`src/design/hufd_pkg.sv`:
```
// ---------------------------------------------------------------------------
// hufd_pkg
// Types and constants shared by the Huffman node-table decoder modules.
// ---------------------------------------------------------------------------
package hufd_pkg;

    localparam int NODE_COUNT_W = 13;
    localparam int ROOT_W       = 12;
    localparam int CAP_W        = 16;
    localparam int LEN_W        = 16;
    localparam int WALK_W       = 16;
    localparam int BOUND_W      = 17;
    localparam int WORD_W       = 32;
    localparam int CFG_ADDR_W   = 2;
    localparam int CFG_DATA_W   = 16;
    localparam int BIT_CNT_W    = 4;

    localparam logic [15:0]             LEAF_TAG       = 16'hFFFF;
    localparam logic [BIT_CNT_W-1:0]    BITS_PER_BYTE  = 4'd8;
    localparam logic [NODE_COUNT_W-1:0] RST_NODE_COUNT = 13'd1;
    localparam logic [ROOT_W-1:0]       RST_ROOT_INDEX = 12'd0;
    localparam logic [CAP_W-1:0]        RST_OUT_CAP    = 16'hFFFF;

    typedef enum logic [1:0] {
        CMD_WRITE_NODE = 2'd0,
        CMD_START      = 2'd1,
        CMD_DATA       = 2'd2,
        CMD_END        = 2'd3
    } command_t;

    typedef enum logic [2:0] {
        STAT_RUNNING    = 3'd0,
        STAT_OK         = 3'd1,
        STAT_NO_TERM    = 3'd2,
        STAT_TRUNCATED  = 3'd3,
        STAT_BAD_NODE   = 3'd4,
        STAT_BAD_SYMBOL = 3'd5,
        STAT_OVERFLOW   = 3'd6,
        STAT_BAD_ROOT   = 3'd7
    } status_t;

    typedef enum logic [CFG_ADDR_W-1:0] {
        CFG_NODE_COUNT   = 2'd0,
        CFG_ROOT_INDEX   = 2'd1,
        CFG_OUT_CAPACITY = 2'd2
    } cfg_reg_t;

    typedef enum logic [2:0] {
        ST_IDLE,
        ST_START_CHK,
        ST_ROOT_CHK,
        ST_FETCH,
        ST_STEP,
        ST_CLOSE,
        ST_END
    } state_t;

    typedef struct packed {
        logic [1:0]  command;
        logic [11:0] node_index;
        logic [31:0] node_word;
        logic [7:0]  data_byte;
    } in_item_t;

    typedef struct packed {
        logic        has_symbol;
        logic [7:0]  symbol_low;
        logic [7:0]  symbol_high;
        logic [2:0]  status;
        logic [15:0] decoded_length;
        logic        last_of_run;
    } out_item_t;

    // controller to datapath
    typedef struct packed {
        logic    wr_node;
        logic    start_init;
        logic    cap_byte;
        logic    rd_root;
        logic    rd_walk;
        logic    set_active;
        logic    take_child;
        logic    sym_take;
        logic    clr_active;
        logic    emit;
        logic    emit_has;
        status_t emit_status;
        logic    emit_last;
    } ctrl_cmd_t;

    // datapath to controller
    typedef struct packed {
        logic active;
        logic start_bad;
        logic word_leaf;
        logic walk_oob;
        logic child_oob;
        logic moved;
        logic bit_done;
        logic bad_sym;
        logic overflow;
        logic terminator;
        logic walk_at_root;
        logic out_free;
    } dp_stat_t;

endpackage

```
`src/design/hufd_ctrl.sv`:
```
// ---------------------------------------------------------------------------
// hufd_ctrl
// Controller: sequences item decode, the per-bit tree walk and result beats.
// ---------------------------------------------------------------------------
module hufd_ctrl import hufd_pkg::*; (
    input  logic       aclk,
    input  logic       aresetn,
    input  logic       s_valid,
    input  logic [1:0] s_command,
    output logic       s_ready,
    input  dp_stat_t   stat,
    output ctrl_cmd_t  cmd
);

    state_t state_reg, state_next;

    always_ff @(posedge aclk) begin
        if (!aresetn) begin
            state_reg <= ST_IDLE;
        end else begin
            state_reg <= state_next;
        end
    end

    always_comb begin
        state_next = state_reg;
        case (state_reg)
            ST_IDLE: begin
                if (s_valid) begin
                    case (s_command)
                        CMD_START: state_next = ST_START_CHK;
                        CMD_DATA:  state_next = stat.active ? ST_FETCH : ST_IDLE;
                        CMD_END:   state_next = stat.active ? ST_END : ST_IDLE;
                        default:   state_next = ST_IDLE;
                    endcase
                end
            end
            ST_START_CHK: begin
                if (!stat.start_bad) begin
                    state_next = ST_ROOT_CHK;
                end else if (stat.out_free) begin
                    state_next = ST_IDLE;
                end
            end
            ST_ROOT_CHK: begin
                if (stat.out_free) begin
                    state_next = ST_IDLE;
                end
            end
            ST_FETCH: begin
                if (!stat.walk_oob) begin
                    state_next = ST_STEP;
                end else if (stat.out_free) begin
                    state_next = ST_IDLE;
                end
            end
            ST_STEP: begin
                if (stat.moved && stat.word_leaf) begin
                    if (stat.out_free) begin
                        if (stat.bad_sym || stat.overflow || stat.terminator) begin
                            state_next = ST_IDLE;
                        end else if (stat.bit_done) begin
                            state_next = ST_CLOSE;
                        end else begin
                            state_next = ST_FETCH;
                        end
                    end
                end else if (stat.bit_done || stat.word_leaf || stat.child_oob) begin
                    if (stat.out_free) begin
                        state_next = ST_IDLE;
                    end
                end
            end
            ST_CLOSE, ST_END: begin
                if (stat.out_free) begin
                    state_next = ST_IDLE;
                end
            end
            default: state_next = ST_IDLE;
        endcase
    end

    always_comb begin
        cmd         = '0;
        s_ready     = 1'b0;
        case (state_reg)
            ST_IDLE: begin
                s_ready = 1'b1;
                if (s_valid) begin
                    case (s_command)
                        CMD_WRITE_NODE: cmd.wr_node    = 1'b1;
                        CMD_START:      cmd.start_init = 1'b1;
                        CMD_DATA:       cmd.cap_byte   = stat.active;
                        default: ;
                    endcase
                end
            end
            ST_START_CHK: begin
                if (!stat.start_bad) begin
                    cmd.rd_root = 1'b1;
                end else if (stat.out_free) begin
                    cmd.emit        = 1'b1;
                    cmd.emit_status = STAT_BAD_ROOT;
                    cmd.emit_last   = 1'b1;
                end
            end
            ST_ROOT_CHK: begin
                if (stat.out_free) begin
                    cmd.emit        = 1'b1;
                    cmd.emit_last   = 1'b1;
                    cmd.emit_status = stat.word_leaf ? STAT_BAD_ROOT : STAT_RUNNING;
                    cmd.set_active  = !stat.word_leaf;
                end
            end
            ST_FETCH: begin
                if (!stat.walk_oob) begin
                    cmd.rd_walk = 1'b1;
                end else if (stat.out_free) begin
                    cmd.emit        = 1'b1;
                    cmd.emit_status = STAT_BAD_NODE;
                    cmd.emit_last   = 1'b1;
                    cmd.clr_active  = 1'b1;
                end
            end
            ST_STEP: begin
                if (stat.moved && stat.word_leaf) begin
                    // arrived at a leaf: symbol or error beat
                    if (stat.out_free) begin
                        cmd.emit = 1'b1;
                        if (stat.bad_sym) begin
                            cmd.emit_status = STAT_BAD_SYMBOL;
                            cmd.emit_last   = 1'b1;
                            cmd.clr_active  = 1'b1;
                        end else if (stat.overflow) begin
                            cmd.emit_status = STAT_OVERFLOW;
                            cmd.emit_last   = 1'b1;
                            cmd.clr_active  = 1'b1;
                        end else if (stat.terminator) begin
                            cmd.emit_has    = 1'b1;
                            cmd.emit_status = STAT_OK;
                            cmd.emit_last   = 1'b1;
                            cmd.sym_take    = 1'b1;
                            cmd.clr_active  = 1'b1;
                        end else begin
                            cmd.emit_has    = 1'b1;
                            cmd.emit_status = STAT_RUNNING;
                            cmd.sym_take    = 1'b1;
                        end
                    end
                end else if (stat.bit_done) begin
                    if (stat.out_free) begin
                        cmd.emit        = 1'b1;
                        cmd.emit_status = STAT_RUNNING;
                        cmd.emit_last   = 1'b1;
                    end
                end else if (stat.word_leaf || stat.child_oob) begin
                    if (stat.out_free) begin
                        cmd.emit        = 1'b1;
                        cmd.emit_status = STAT_BAD_NODE;
                        cmd.emit_last   = 1'b1;
                        cmd.clr_active  = 1'b1;
                    end
                end else begin
                    cmd.take_child = 1'b1;
                end
            end
            ST_CLOSE: begin
                if (stat.out_free) begin
                    cmd.emit        = 1'b1;
                    cmd.emit_status = STAT_RUNNING;
                    cmd.emit_last   = 1'b1;
                end
            end
            ST_END: begin
                if (stat.out_free) begin
                    cmd.emit        = 1'b1;
                    cmd.emit_status = stat.walk_at_root ? STAT_NO_TERM : STAT_TRUNCATED;
                    cmd.emit_last   = 1'b1;
                    cmd.clr_active  = 1'b1;
                end
            end
            default: ;
        endcase
    end

    a_step_moved: assert property (@(posedge aclk) disable iff (!aresetn)
        (state_reg == ST_STEP && !stat.moved) |-> !stat.bit_done)
        else $error("byte finished without a move into the last node");

    a_close_active: assert property (@(posedge aclk) disable iff (!aresetn)
        (state_reg == ST_CLOSE) |-> stat.active)
        else $error("closing beat for an inactive message");

    a_take_after_fetch: assert property (@(posedge aclk) disable iff (!aresetn)
        cmd.take_child |-> ($past(state_reg) == ST_FETCH || $past(cmd.take_child)))
        else $error("child step without a fresh node word");

endmodule

```
`config.mk`:
```
export PLATFORM = sky130hd
export DESIGN_NAME = hufd_ctrl
export DESIGN_NICKNAME = d
export VERILOG_FILES = /design/src/design/hufd_pkg.sv /design/src/design/hufd_ctrl.sv
export SDC_FILE = /design/constraint.sdc
export NUM_CORES = 1
export LEC_CHECK = 0
export BUFFER_PORTS_ARGS = -buffer_cell sky130_fd_sc_hd__buf_2
export CORE_MARGIN = 10
export CORE_UTILIZATION = 30
export DETAILED_ROUTE_END_ITERATION = 10
export PLACE_DENSITY_LB_ADDON = 0.2
export SKIP_LAST_GASP = 1
export SYNTH_ARGS = -nofsm -noshare
export SYNTH_HDL_FRONTEND = slang
export SYNTH_SLANG_ARGS = --single-unit
```
`constraint.sdc`:
```
create_clock -name aclk -period 1.8 [get_ports aclk]
set_clock_uncertainty 0.2 [all_clocks]
set_input_delay 0.09 -clock aclk [delete_from_list [all_inputs] [get_ports aclk]]
set_output_delay 0.09 -clock aclk [all_outputs]
set_load 0.02 [all_outputs]
```
==> results of run 1 <==
## repair_timing
item,in CTS,in global routing
hold buffers,1,0
pin swaps,7,7
hold endpoints to repair,1,0
endpoints found under the setup margin,12,13
setup buffers,4,4
gates resized for setup,20,15
## worst max-delay path, delay by kind of cell, from the launching register on
family	cells	cell delay [ps]
flip-flops	1	320
buffers and inverters	1	120
AND/OR/NAND/NOR	4	1130
## power breakdown
part	switching, mW	total [mW]	internal, mW
combinational	0.109	0.205	0.0967
clock	0.0315	0.114	0.0828
sequential	0.00194	0.0730	0.0710
total	0.142	0.393	0.251
## per-layer routing
| layer | track usage | share of wire | vias up |
|---|---|---|---|
| met2 | 0.157 | 0.46 | 24 |
| li1 | - | - | 415 |
| met3 | 0.0523 | 0.087 | 0 |
| met4 | 0.0164 | 0 | 0 |
| met5 | 0 | 0 | - |
| met1 | 0.122 | 0.45 | 366 |
## worst max path at each step
stage / from / to / slack (ps) / depth (start not counted)
after CTS: state_reg[1] / cmd[2] / -300 / 5
after detailed placement: state_reg[0] / cmd[2] / -70 / 5
after floorplan: state_reg[0] / cmd[2] / -60 / 4
after global placement: state_reg[0] / cmd[2] / -60 / 5
after global routing: state_reg[2] / cmd[2] / -350 / 5
final: state_reg[2] / cmd[2] / -290 / 5
## placed cells by master (no fill, tap or decap), types with 2 or more instances in the layout
cell type / netlist / layout
sky130_fd_sc_hd__a211oi_2: 0 / 2
sky130_fd_sc_hd__a21oi_1: 5 / 4
sky130_fd_sc_hd__a32o_1: 2 / 2
sky130_fd_sc_hd__and2b_2: 3 / 3
sky130_fd_sc_hd__buf_2: 0 / 23
sky130_fd_sc_hd__buf_4: 2 / 16
sky130_fd_sc_hd__buf_6: 0 / 9
sky130_fd_sc_hd__clkbuf_4: 0 / 3
sky130_fd_sc_hd__dfxtp_2: 0 / 2
sky130_fd_sc_hd__inv_1: 3 / 3
sky130_fd_sc_hd__nand2_1: 6 / 5
sky130_fd_sc_hd__nand3_1: 5 / 4
sky130_fd_sc_hd__nand3b_1: 3 / 3
sky130_fd_sc_hd__nor2_1: 6 / 5
sky130_fd_sc_hd__nor2b_1: 4 / 3
sky130_fd_sc_hd__nor3_2: 0 / 2
sky130_fd_sc_hd__nor3_4: 0 / 2
sky130_fd_sc_hd__o21ai_0: 6 / 6
sky130_fd_sc_hd__or3_1: 4 / 3
sky130_fd_sc_hd__or3_4: 1 / 2
## cell type report
cell class,count,share of cell area
repair buffers,49,0.329
flip-flops and latches,3,0.0595
multi-input cells,74,0.546
inverters,3,0.0107
well taps,25,0.0297
clock buffers,4,0.0250
## logic make-up after synthesis
group,count (synthesis),share of synthesized area
and+or+nand+nor,46,0.479
AOI/OAI and AO/OA,27,0.322
buffers and inverters,7,0.0762
DFF,3,0.105
muxes,1,0.0174
==> out/results.txt, run 1 <==
The netlist area before placement is 574 sq um. The logs give -1330 ps for the final setup TNS and 62.6 sq um for the footprint of the flip-flops and latches. Dividing the detail-routed via count by the number of cells gives 5.09. By area the synthesized netlist is led by sky130_fd_sc_hd__dfxtp_1, sky130_fd_sc_hd__o21ai_0, sky130_fd_sc_hd__and2b_2. The cell count after synthesis came out at 84. The vertical extent of the die came out at 63.8 um. For the worst-skew pair, the clock arrives at the later sink with an insertion delay of 230 ps. The run gives 2 as the worst-case clock buffer depth. Data on the critical path is required at its endpoint by 1510 ps. The final critical delay including setup and external delays works out to 2090 ps. The synthesized design spends more area on one cell type than any other, namely sky130_fd_sc_hd__dfxtp_1.

The total number of yosys warnings is 0. The run gives 101 as the synthesized net count. The number of buffers added on ports was 32.

Wires add up to 2.28 mm. The critical path class is register to primary output. After synthesis the netlist holds a flip-flop and latch count of 3. Entering global routing, the biggest net connects 16 pins. The finished cells cover 1050 sq um.

The via count of the first global-routing pass is 780, and the number of rows created at floorplan is 15. The signal on the critical path passes through or3b_4 -> or3_4 -> or3_1 -> nand3b_1 -> buf_6. Relative slew slack: 0.789. The share of post-route cells with drive strength above 1 is 0.579. Among all flip-flop cells after synthesis, the most frequent one is sky130_fd_sc_hd__dfxtp_1.

For the final number of setup-violating endpoints, the log shows 10. Startpoint type of the worst setup path: a register. The first TritonRoute pass finished after 4 iterations. OpenSTA, run right after detailed placement, puts the worst setup slack at -67.9 ps. Proportion of netlist area held by the largest area contributor: 0.105. The tree is rooted in a sky130_fd_sc_hd__clkbuf_4. Counting instances in the post-synthesis netlist gives the leading cell types as sky130_fd_sc_hd__nand2_1, sky130_fd_sc_hd__nor2_1, sky130_fd_sc_hd__o21ai_0. Overall power consumption after layout is estimated at 0.393 mW. The total global routing overflow was 0. The logs give -293 ps for the final setup slack of the worst path and -70 ps for the reg-to-reg setup timing slack. The average footprint of a synthesized cell is 6.84 sq um. The number of cells on the worst hold path was 3; the maximum clock frequency was 0.478 GHz.

The tools report the endpoint arrival time on the critical path as 1800 ps. Core footprint: 1760 sq um. The starting density of the core came out at 0.326.

The post-route DRC violation count came out at 0. The number of nets with antenna violations after routing was 0. The die is 63.8 um wide.

Dividing the detail-routed wire length by the instance count gives 14.4 um. The first global-routing pass estimated 3.53 mm of wire. The run gives 0.101 as the total track usage. The number of levels in the clock H-tree was 1; the actual slew at the worst max-slew pin was 313 ps.

Number of flip-flops in the largest register: 3. Summed over all cells, the static leakage comes to 0.474 nW. The tools report the number of antenna violations at the first check in global routing as 0. The count of cells in the finished layout, fillers not included, comes to 158. The tools report the end of the worst register-to-register path as state_reg[0]. The checks that failed: negative setup slack. The worst-case IR drop observed on VDD is 0.423 mV.

Placed cell area: 833 sq um. The worst hold path terminates at state_reg[1]. The worst hold path belongs to the class input port to register. The sequential share of the synthesized area came out at 0.105. Relative to the synthesized area, the layout overhead comes to 83.2%. The async set-reset flop share out of synthesis is 0, and the post-DP HPWL is 1.72 mm. The area enclosed by the die boundary was 4060 sq um. The number of antenna diodes in the final layout is 0.

The count of final max-slew check failures was 0; the delay contributed by the slowest stage of the critical path was 380 ps. The first routing iteration left 25 violations. The total via count after detailed routing is 805.

Number of enable-type register cells in the synthesized netlist: 0. For the footprint of the multi-input gates, the log shows 574 sq um. The filler cells instantiated in the layout total 184.

For the routability-driven placement congestion ratio, the log shows 0.931. In this run, placement finished with an instance count of 145. The top-level port count is 33, and the clock transition at the register clock pins on the worst setup and hold paths after CTS is 30 ps. In this run the most critical hold path is launched from stat[5]. TritonCTS built the clock tree.

Setup repair after global routing could not meet its margin everywhere. The worst reg2reg path startpoint is state_reg[2]. The largest individual stage delay along the critical path comes from the cell sky130_fd_sc_hd__or3b_4. The number of buffers added by the clock tree synthesis step is 3. The clock net sink count is 3, and the worst-path maximum fanout is 2. The power density over the cells came out at 373 nW/um^2. For the worst flop-to-flop path, the logic depth is 6. In the final design database the tool counted 151 nets. The final-report hold violation count was 0. Final hold analysis gives a worst-case slack of 21.4 ps. The part of the cycle the worst path needs came out at 1.16. The tools report the share of the core filled with cells in the final layout as 0.596. The flow ran to the end, but the final reports show violations. Synthesis instantiated 36 different standard cells from the library. The worst setup path is captured at a primary output. Across the run, the number of max-cap violations was 0.
Note: power is estimated with default switching activity, not from simulation.
==> run 2: changes to the inputs <==
--- a/config.mk
+++ b/config.mk
@@ -10,6 +10,7 @@
 export CORE_UTILIZATION = 30
 export DETAILED_ROUTE_END_ITERATION = 10
 export PLACE_DENSITY_LB_ADDON = 0.2
+export SKIP_CTS_REPAIR_TIMING = 1
 export SKIP_LAST_GASP = 1
 export SYNTH_ARGS = -nofsm -noshare
 export SYNTH_HDL_FRONTEND = slang
==> run 2 against run 1 <==
The run still ends with negative setup slack left. Sequential power is essentially flat. Via count shrank 2.1%. Sequential cell count unchanged. Worst setup slack improved by 5.6 ps. Final cell count is 4.4% lower. Highest routed layer unchanged. Fmax is 0.27% higher.
==> out/results.txt, run 2 (synthesized netlist as in run 1, its figures left out) <==
The flow ran to the end, but the final reports show violations. The checks that failed: negative setup slack. The worst register-to-register path has a depth of 6. Hold is met by 19.3 ps.

Number of levels in the clock H-tree: 1. The routed layout has 788 vias. Counting tap cells, the placed design contains a total of 145 instances. The worst-path maximum fanout works out to 2. The width of the die was 63.8 um. The number of cells on the worst hold path was 3; the minimum setup slack after placement was -67.9 ps. The tree is rooted in a sky130_fd_sc_hd__clkbuf_4.

The final-report hold violation count was 0. Number of rows created at floorplan: 15. Worst min-delay path startpoint: stat[5]. The final critical delay including setup and external delays is 2090 ps, and the post-route DRC violation count is 0. In this run the remaining antenna-violating nets after routing total 0. The part of the cycle the worst path needs is 1.16, and the met3 layer wire length in the routed design is 212 um.

In this run the critical register-to-register path is launched from state_reg[0]. The count of cells in the finished layout, fillers not included, comes to 151. STA classifies the critical path endpoint as a primary output. Number of flip-flops in the largest register: 3. STA classifies the critical path startpoint as a register.

In this run the power density over the cells is 377 nW/um^2. The tools report the required arrival time at the worst endpoint as 1510 ps. Summed over all nets, the half-perimeter wirelength after detailed placement is 1.72 mm.

The area growth from synthesis to final layout is 67.3%. The clock latency on the worst-skew pair was 230 ps. Max-cap violations in this run came to 0. At the pin with the least slew margin, the transition time is 321 ps.

TritonCTS built the clock tree. The worst hold-check path type was input port to register. The top-level port count is 33.

The number of buffers added by the clock tree synthesis step is 3, and the vertical extent of the die is 63.8 um. The count of routing violations after the opening detailed-route iteration is 36, and the worst vdd rail ir drop is 0.414 mV. At the worst endpoint, the arrival time is 1800 ps.

For this design the static power due to leakage is 0.430 nW. Buffers placed on the I/O ports in this run total 32. Counting every sink on the clock net gives 3.

The first-pass GRT wire length is 3.33 mm. The die covers 4060 sq um. The commonest non-fill, non-tap cell in the layout is sky130_fd_sc_hd__buf_2. The tools report the final setup TNS as -1710 ps.

The number of antenna violations at the first check in global routing was 0; the via-per-instance ratio was 5.22. Based on the critical path, the design can be clocked at up to 0.479 GHz. Critical path class: register to primary output. The clock passes through at most 2 buffers. For the count of final max-slew check failures, the log shows 0. The logs give 0.785 for the relative slew slack and -287 ps for the final setup slack of the worst path. Routability-driven placement finished with a final weighted congestion of 0.931. The path with the worst hold slack has its endpoint at state_reg[1]. The tools report the starting density of the core as 0.326. The clock transition at the register clock pins on the worst setup and hold paths after CTS was 40 ps.

The highest layer touched by signal routing is met3. The number of antenna diodes in the final layout is 0. The average routed wire per standard cell came out at 14.1 um.

Detailed routing placed a total of 948 um of wire on met2. For this run, the post-layout net count is 144. The run gives 0.0943 as the total track usage.

For this run, the detailed router's first-pass iteration total came to 4. Setup violations remaining at the end of the flow were counted as 13. The top cell types in the final layout, fill and taps aside, are sky130_fd_sc_hd__buf_2, sky130_fd_sc_hd__buf_4, sky130_fd_sc_hd__nand2_1, sky130_fd_sc_hd__o21ai_0, sky130_fd_sc_hd__buf_6.

The routed design has 2.14 mm of wire. The run gives 0 as the total global routing overflow. Setup repair after global routing could not meet its margin everywhere. The reg-to-reg setup timing slack came out at -90 ps. The end of the worst register-to-register path was state_reg[0]. The tools report the core footprint as 1760 sq um. For the via count of the first global-routing pass, the log shows 772. The share of post-route cells with drive strength above 1 came out at 0.540. The run gives 16 as the pin count of the biggest net entering global routing. In the final routing, the length of wire on met1 measures 975 um.
[run 2: how the worst max path moves through the flow]
stage / start / to / slack, ps / depth (start not counted)
after floorplan: state_reg[0] / cmd[2] / -60 / 4
after global placement: state_reg[0] / cmd[2] / -60 / 5
after detailed placement: state_reg[0] / cmd[2] / -70 / 5
after CTS: state_reg[0] / cmd[2] / -320 / 5
after global routing: state_reg[0] / cmd[1] / -370 / 6
final: state_reg[0] / cmd[2] / -290 / 5
[run 2: worst max-delay path, stage by stage (launching register included)]
cell	delay, ps
sky130_fd_sc_hd__dfxtp_2	310
sky130_fd_sc_hd__or3b_4	390
sky130_fd_sc_hd__or3_4	330
sky130_fd_sc_hd__or3_1	310
sky130_fd_sc_hd__nand3b_1	100
sky130_fd_sc_hd__buf_6	120
[run 2: area by class of cell]
| cell class | instances | area [sq um] |
|---|---|---|
| fill | 201 | 803 |
| multi-input combinational | 74 | 554 |
| timing repair buffer | 42 | 275 |
| sequential | 3 | 62.6 |
| tap | 25 | 31.3 |
| clock buffer | 4 | 26.3 |
| inverter | 3 | 11.3 |
[run 2: report_power, final]
| group | total (mW) | internal [mW] | switching, mW |
|---|---|---|---|
| sequential | 0.0728 | 0.0710 | 0.00175 |
| clock | 0.114 | 0.0828 | 0.0314 |
| combinational | 0.175 | 0.0744 | 0.101 |
| total | 0.362 | 0.228 | 0.134 |
[run 2: through the flow]
stage                     power, mW  area, sq um  utilization
after floorplan               0.167          614            -
after global placement        0.231          833        0.472
after detailed placement      0.232          833        0.472
after CTS                     0.352          860        0.487
after global routing          0.395          961        0.545
final                         0.362          961        0.545
[run 2: routing by layer]
layer | vias to the layer above | GRT usage
met2 | 30 | 0.148
met4 | 0 | 0.0164
met3 | 0 | 0.0505
li1 | 401 | -
met1 | 357 | 0.112
met5 | - | 0
